## config.mk

```make
export PLATFORM = sky130hd
export DESIGN_NAME = pscc_ctrl
export DESIGN_NICKNAME = d
export VERILOG_FILES = /design/src/rtl/pscc_pkg.sv /design/src/rtl/pscc_ctrl.sv
export SDC_FILE = /design/constraint.sdc
export NUM_CORES = 1
export LEC_CHECK = 0
export BUFFER_PORTS_ARGS = -buffer_cell sky130_fd_sc_hd__buf_2
export CAP_MARGIN = 10
export CORE_MARGIN = 10
export CORE_UTILIZATION = 50
export CTS_CLUSTER_SIZE = 30
export DETAILED_ROUTE_END_ITERATION = 7
export PLACE_DENSITY_LB_ADDON = 0.12
export SKIP_LAST_GASP = 1
export SYNTH_ARGS = -nofsm -noshare
export SYNTH_HDL_FRONTEND = slang
export SYNTH_SLANG_ARGS = --single-unit
```

## constraint.sdc

```tcl
create_clock -name i_clk -period 10.31 [get_ports i_clk]
set_input_delay 0.5155 -clock i_clk [delete_from_list [all_inputs] [get_ports i_clk]]
set_output_delay 0.5155 -clock i_clk [all_outputs]
set_load 0.1 [all_outputs]
```

## src/rtl/pscc_pkg.sv

```systemverilog
// shared constants, status codes and controller/datapath bundles for the polygon classifier
// no dependencies
`default_nettype none
package pscc_pkg;

    localparam int MAX_VERTICES = 256;
    localparam int COORD_BITS   = 16;
    localparam int MIN_POLY     = 3;
    localparam int IDX_W        = $clog2(MAX_VERTICES);
    localparam int CNT_W        = $clog2(MAX_VERTICES + 1);
    localparam int KEPT_W       = 9;
    localparam int STATUS_W     = 2;
    localparam int STEP_W       = 4;

    localparam logic [STATUS_W-1:0] ST_OK       = 2'd0;
    localparam logic [STATUS_W-1:0] ST_FEW_READ = 2'd1;
    localparam logic [STATUS_W-1:0] ST_FEW_KEPT = 2'd2;
    localparam logic [STATUS_W-1:0] ST_OVERFLOW = 2'd3;

    typedef struct packed {
        logic             accept;
        logic [IDX_W-1:0] rd_addr;
        logic             ld_en;
        logic [1:0]       ld_slot;
        logic             turn_en;
        logic [1:0]       turn_sel;
        logic             turn_conv;
        logic             eval;
    } t_cmd;

    typedef struct packed {
        logic             err;
        logic [CNT_W-1:0] n;
        logic             simple;
    } t_sts;

endpackage
`default_nettype wire

```

## src/rtl/pscc_ctrl.sv

```systemverilog
// controller: load handshake, edge-pair and turn loops, result handshake
// depends on pscc_pkg
`default_nettype none
module pscc_ctrl import pscc_pkg::*; (
    input  wire logic i_clk,
    input  wire logic i_rst_n,
    input  wire logic i_valid,
    input  wire logic i_last_vertex,
    output logic      o_stall,
    output logic      o_valid,
    input  wire logic i_stall,
    input  wire t_sts i_sts,
    output t_cmd      o_cmd
);
    typedef enum logic [1:0] {S_LOAD, S_PICK, S_PAIR, S_CONV} t_state;

    t_state            r_state;
    logic              r_out_valid;
    logic [STEP_W-1:0] r_step;
    logic [CNT_W-1:0]  r_i, r_j, r_k;
    logic [CNT_W-1:0]  i1, j1, k1, k2;
    logic              accept;

    always_comb begin
        i1 = (r_i + CNT_W'(1) == i_sts.n) ? '0 : r_i + CNT_W'(1);
        j1 = (r_j + CNT_W'(1) == i_sts.n) ? '0 : r_j + CNT_W'(1);
        k1 = (r_k + CNT_W'(1) == i_sts.n) ? '0 : r_k + CNT_W'(1);
        k2 = (r_k + CNT_W'(2) >= i_sts.n) ? r_k + CNT_W'(2) - i_sts.n : r_k + CNT_W'(2);
    end

    assign o_stall = (r_state != S_LOAD) || r_out_valid;
    assign o_valid = r_out_valid;
    assign accept  = i_valid && !o_stall;

    always_comb begin
        o_cmd           = '0;
        o_cmd.accept    = accept;
        if (r_state == S_PAIR) begin
            case (r_step)
                4'd0:    o_cmd.rd_addr = r_i[IDX_W-1:0];
                4'd1:    o_cmd.rd_addr = i1[IDX_W-1:0];
                4'd2:    o_cmd.rd_addr = r_j[IDX_W-1:0];
                default: o_cmd.rd_addr = j1[IDX_W-1:0];
            endcase
            o_cmd.ld_en    = (r_step >= 4'd1) && (r_step <= 4'd4);
            o_cmd.ld_slot  = 2'(r_step - 4'd1);
            o_cmd.turn_en  = (r_step >= 4'd5) && (r_step <= 4'd8);
            o_cmd.turn_sel = 2'(r_step - 4'd5);
            o_cmd.eval     = (r_step == 4'd11);
        end else if (r_state == S_CONV) begin
            case (r_step)
                4'd0:    o_cmd.rd_addr = r_k[IDX_W-1:0];
                4'd1:    o_cmd.rd_addr = k1[IDX_W-1:0];
                default: o_cmd.rd_addr = k2[IDX_W-1:0];
            endcase
            o_cmd.ld_en     = (r_step >= 4'd1) && (r_step <= 4'd3);
            o_cmd.ld_slot   = 2'(r_step - 4'd1);
            o_cmd.turn_en   = (r_step == 4'd4);
            o_cmd.turn_conv = 1'b1;
        end
    end

    always_ff @(posedge i_clk) begin
        if (!i_rst_n) begin
            r_state     <= S_LOAD;
            r_out_valid <= 1'b0;
            r_step      <= '0;
            r_i         <= '0;
            r_j         <= '0;
            r_k         <= '0;
        end else begin
            if (r_out_valid && !i_stall) begin
                r_out_valid <= 1'b0;
            end
            case (r_state)
                S_LOAD: begin
                    if (accept && i_last_vertex) begin
                        if (i_sts.err) begin
                            r_out_valid <= 1'b1;
                        end else begin
                            r_state <= S_PICK;
                            r_i     <= '0;
                            r_j     <= CNT_W'(2);
                        end
                    end
                end
                S_PICK: begin
                    r_step <= '0;
                    if (!i_sts.simple || (r_i + CNT_W'(2) >= i_sts.n)) begin
                        r_state <= S_CONV;
                        r_k     <= '0;
                    end else if (r_j >= i_sts.n) begin
                        r_i <= r_i + CNT_W'(1);
                        r_j <= r_i + CNT_W'(3);
                    end else if ((r_i == '0) && (r_j + CNT_W'(1) == i_sts.n)) begin
                        // first and last edges share a vertex
                        r_j <= r_j + CNT_W'(1);
                    end else begin
                        r_state <= S_PAIR;
                    end
                end
                S_PAIR: begin
                    r_step <= r_step + 4'd1;
                    if (r_step == 4'd11) begin
                        r_state <= S_PICK;
                        r_j     <= r_j + CNT_W'(1);
                    end
                end
                S_CONV: begin
                    if (r_step == 4'd7) begin
                        r_step <= '0;
                        r_k    <= r_k + CNT_W'(1);
                        if (r_k + CNT_W'(1) == i_sts.n) begin
                            r_state     <= S_LOAD;
                            r_out_valid <= 1'b1;
                        end
                    end else begin
                        r_step <= r_step + 4'd1;
                    end
                end
                default: r_state <= S_LOAD;
            endcase
        end
    end
endmodule
`default_nettype wire

```

After elaboration in Yosys (flattened, before gate mapping)

Index checks and enable logic that the tools add are counted.

Register bits after elaboration: 34
Logic and storage cells: 114

$add $sub $neg: 10
$lt $le $gt $ge: 8
Eq/ne operators: 22
Muxes and demuxes: 44
Reduce and logical (&&, ||, !) cells: 24

Operators by type and width:

| operator            | number |
|---|---|
| $mux 9              | 12 |
| $pmux 9 s2          | 2 |
| $mux 8              | 4 |
| $add 9x1->9 const B | 3 |
| $add 9x2->9 const B | 3 |
| $eq 9x9->1          | 3 |
| $ge 9x9->1          | 3 |
| $pmux 9 s3          | 1 |
| $mux 12             | 2 |
| $pmux 8 s3          | 1 |
| $mux 2              | 9 |
| $pmux 8 s2          | 1 |
| $ne 2x2->1 const B  | 6 |
| $pmux 4 s3          | 1 |
| $logic_not 9->1     | 1 |
| $ne 3x3->1 const B  | 3 |
| $eq 4x3->1 const B  | 2 |
| $mux 1              | 8 |
| $pmux 2 s4          | 1 |
| $sub 8x8->8         | 1 |
| $logic_and 1x1->1   | 7 |
| $reduce_and 7->1    | 1 |
| $reduce_and 6->1    | 1 |
| $reduce_bool 2->1   | 3 |
| 22 further kinds    | 29 |

Logic depth before layout (Yosys ltp)

Word-level depth: 7
Mapped depth: 15
Gate-level depth less buffers: 12

Worst setup path before layout

Ideal clock, no wire load.

Kind: register -> output
From: register r_k[1]
To: output port o_cmd[14] (netlist name)
Arrival time: 4.624 ns
Data required time: 9.795 ns
Setup slack: 5.170 ns
Cell stages (with the launch flop): 13
Cells stage by stage: dfxtp_1 > ha_1 > nand3_1 > xnor2_1 > ha_1 > a21o_1 > a21oi_1 > nand3b_1 > nand3b_1 > clkbuf_1 > o21ai_0 > a21oi_1 > o32ai_1

RTL lines:

| item                   | RTL line         | text |
|---|---|---|
| from (decl)            | pscc_ctrl.sv:20  | `logic [CNT_W-1:0] r_i, r_j, r_k;` |
| from (signal assigned) | pscc_ctrl.sv:112 | `r_k <= r_k + CNT_W'(1);` |
| to (decl)              | pscc_ctrl.sv:13  | `output t_cmd o_cmd` |

==> summary by stage <==
Outcome
The flow ran to the end, and the final reports show no timing, DRC or antenna violations.

Route
The via density per instance is 6.56. The wire length after detailed routing is 15,300 um. In the routed design, unresolved DRC markers number 0. Dividing the detail-routed wire length by the instance count gives ~20 um. The detailed router placed 5,001 vias in this run. The starting DRC count in detailed routing is between 400 and 500.

The total iterations of the first detailed-routing run is 6. The post-detailed-route count of antenna-violating nets is 0.

Power
The overall power of the completed layout is about 0.00085 W. In this run the power density over the cells is around 170 nW/um^2. The worst voltage drop across the vdd grid is around 0.28 mV.

The analysis attributes to cell leakage a power of 1.94 nW.

Layout
The final design instance area without fill is just under 5000 um^2. The repair_antennas step left the layout with diodes totalling 0. The count of filler cells inserted in the layout is between 900 and 1,000. Cells fill 53.9% of the core in the end. The area added between synthesis and finish is 5.88%.

The fraction of final layout cells sized beyond drive strength 1 is ~8.4%. The final layout net count is roughly 710.

STA
The worst path setup slack after routing is about 5.5 ns. The final-report hold violation count was 0. In this run the tightest slew margin relative to its limit is 33.9%. The count of final setup violators is 0. For the final database, setup skew stands at around 0.012 ns.

The top achievable clock speed is approximately 210 MHz. The final number of max-transition violations is 0. Setup repair after global routing left no endpoint under its margin.

Subtracting the final worst setup slack from the clock period gives ~4.8 ns. For the final routed database, the setup TNS stands at 0 ns. The post-route clock period utilization is between 40% and 50%. At the pin with the least slew margin, the transition time is between 0.9 and 1 ns.

Floorplanning
Row generation in the floorplan step produced 35 rows. 35 I/O pins were placed. The die is approximately 120 um tall.

In this run the standard cell core region covers approximately 9000 um^2. The chip width is 117 um. The die covers between 10,000 and 15,000 um^2. Once the floorplan was initialized, standard cells occupied approximately half of the core.

CTS
After clock tree synthesis, the clock-pin slew on the worst setup and hold paths is about 0.08 ns. The number of setup buffers added after CTS is 0. The source-to-sink clock delay at the later pin of the worst-skew pair is ~0.3 ns.

TritonCTS built the clock tree. The TritonCTS buffer count is 5. The clock root buffer master is clkbuf_8. The H-tree generated during clock tree synthesis spans 2 levels. The buffer levels on the longest clock path is 2. The hold buffer count at cts is 0. CTS saw 34 sinks. Gates resized during post-CTS repair numbered 0.

Critical path
The cell that appears most often on the critical path is or4_1. The signal arrival time at the worst endpoint is ~4.3 ns. The type of element capturing the critical path is an output pin. The maximum fanout along the worst path is 9. The data required time at the worst endpoint is around 10 ns. The largest single stage delay on the critical path is 0.80 ns.

The worst-path cell with the longest stage delay is o31ai_1. Traced cell by cell, the critical path runs through ha_1, nand2_1, o211a_1, or4_1, or4_1, o31ai_1, a21oi_1, a221oi_1, o22ai_1, buf_2. By startpoint and endpoint, the worst setup path is classified as flop to output pin.

The slack of the worst reg-to-reg path is around 6.2 ns. The startpoint type of the worst setup path is a flop.

GRT
The largest net degree at the start of global routing is 23. The residual overflow from global routing is 0. The number of antenna violations at the first check in global routing is 0. The first global-routing pass estimated ~24,000 um of wire.

The via count of the first global-routing pass came to about 4,600. In the global route stage, overall resource usage came out at 22.3%.

Synthesis
The average instance in the mapped netlist occupies ~7 um^2. The post-synthesis net count is around 710. Summed over its instances, the top area cell type makes up 14.5% of the synthesized netlist area.

By count the netlist is led by nor2_1, ha_1, nand2_1. The most frequently used flop master after synthesis is dfxtp_1. Yosys attributes the largest share of cell area to dfxtp_1, ha_1, xnor2_1, nor2_1, o21ai_0.

The synthesized design contains 0 enable-type register cells. In this run, distinct cell masters in the synthesized netlist total 66. The count of state elements after synthesis is 34. The synthesized design spends more area on one cell type than any other, namely dfxtp_1. The area of the mapped netlist is 4680 um^2. The fraction of registers with async set/reset is 0%. Summing the sequential cell areas from Yosys gives between 10% and 20% of the chip area. The Yosys step of the flow raised 0 warnings. Among all cell types in the netlist, the one instantiated most often is nor2_1.

The synthesized instance count is roughly 650.

Placed design
The pre-CTS setup slack is 5.91 ns. The count of input and output buffers is 34. After detailed placement, the total cell area comes to between 4000 and 5000 um^2. The final weighted congestion in routability-driven placement is ~0.94. The detailed placer's ending HPWL is about 12,000 um.

Job
The tool flagged a number of max-cap violations equal to 0.

Hold path
In this run the worst hold path is classified as input pin to flop.
==> state kept, by name (all words and copies together) (netlist names) <==
register  flops
r_i           9
r_j           9
r_k           9
r_step        4
r_state       2
o_valid       1
==> stage by stage <==
stage                     std cells  hold WS (ns)
after detailed placement        754         0.504
after global placement          754         0.502
after CTS                       762         0.483
after floorplan                 652         0.481
final                           762         0.488
after global routing            762         0.496
==> worst paths after layout <==
path                                               from                 endpoint  cells past startpoint
worst max-delay path                r_j[0]$_SDFFE_PN0P_                o_cmd[11]                     10
worst min-delay path                            i_stall       o_valid$_SDFF_PN0_                      3
worst max register to register      r_j[0]$_SDFFE_PN0P_      r_j[0]$_SDFFE_PN0P_                      9
worst min register to register  r_state[0]$_SDFFE_PN0P_  r_state[0]$_SDFFE_PN0P_                      2
==> logic make-up after synthesis <==
kind of cell	Yosys count	share of synthesized area, %
xor gates and xnor gates	54	10.1
DFF	34	14.5
AOI/OAI and AO/OA	202	29.6
and+or+nand+nor	228	24.9
buffers and inverters	82	7.13
adders and majority gates	46	12.4
muxes	6	1.31
==> report_power, final <==
| part | switching [W] | internal (W) |
|---|---|---|
| registers | 0.0000199 | 0.000143 |
| logic | 0.000396 | 0.000132 |
| clock network | 0.0000546 | 0.000103 |
==> final cells by class <==
class | count | area, um^2 | area share (%)
tap | 111 | 139 | 2.80
sequential | 34 | 681 | 13.7
clock buffer | 6 | 82.6 | 1.66
clock inverter | 2 | 60.1 | 1.21
multi-input combinational | 536 | 3670 | 74.0
inverter | 36 | 135 | 2.72
timing repair buffer | 37 | 193 | 3.88
==> metal layers <==
layer / share of wire, % / global-route usage [%] / vias up / wire, um
met5: 0 / 0 / - / 0
met4: 2.3 / 6.67 / 0 / 354
met3: 7.2 / 3.87 / 36 / 1100
met2: 46 / 35.8 / 226 / 7020
met1: 45 / 29.7 / 2347 / 6830
li1: - / - / 2392 / -
==> cell usage in the layout, fill, tap and decap left out, types with 9 or more instances in the layout <==
cell type	netlist	routed
ha_1	45	45
nor2_1	66	66
dfxtp_1	34	34
a21oi_1	35	35
nand2_1	42	42
xor2_1	21	21
inv_1	35	35
a22oi_1	13	13
nor2b_1	9	9
o22ai_1	10	10
nor3_1	9	9
xnor2_1	33	33
o31ai_1	15	15
nand4_1	14	14
nand3_1	25	25
nand2b_1	12	12
o21ai_0	41	41
buf_2	6	34
==> worst max-delay path, delay by kind of cell (launching register included) <==
family | cells | cell delay, ns
adder cells (fa/ha/maj) | 1 | 0.40
AO/OA/AOI/OAI | 5 | 1.64
flip-flops | 1 | 0.49
AND/OR/NAND/NOR | 3 | 1.17
buffers and inverters | 1 | 0.32
No activity file was read; power rests on OpenSTA's default activity.
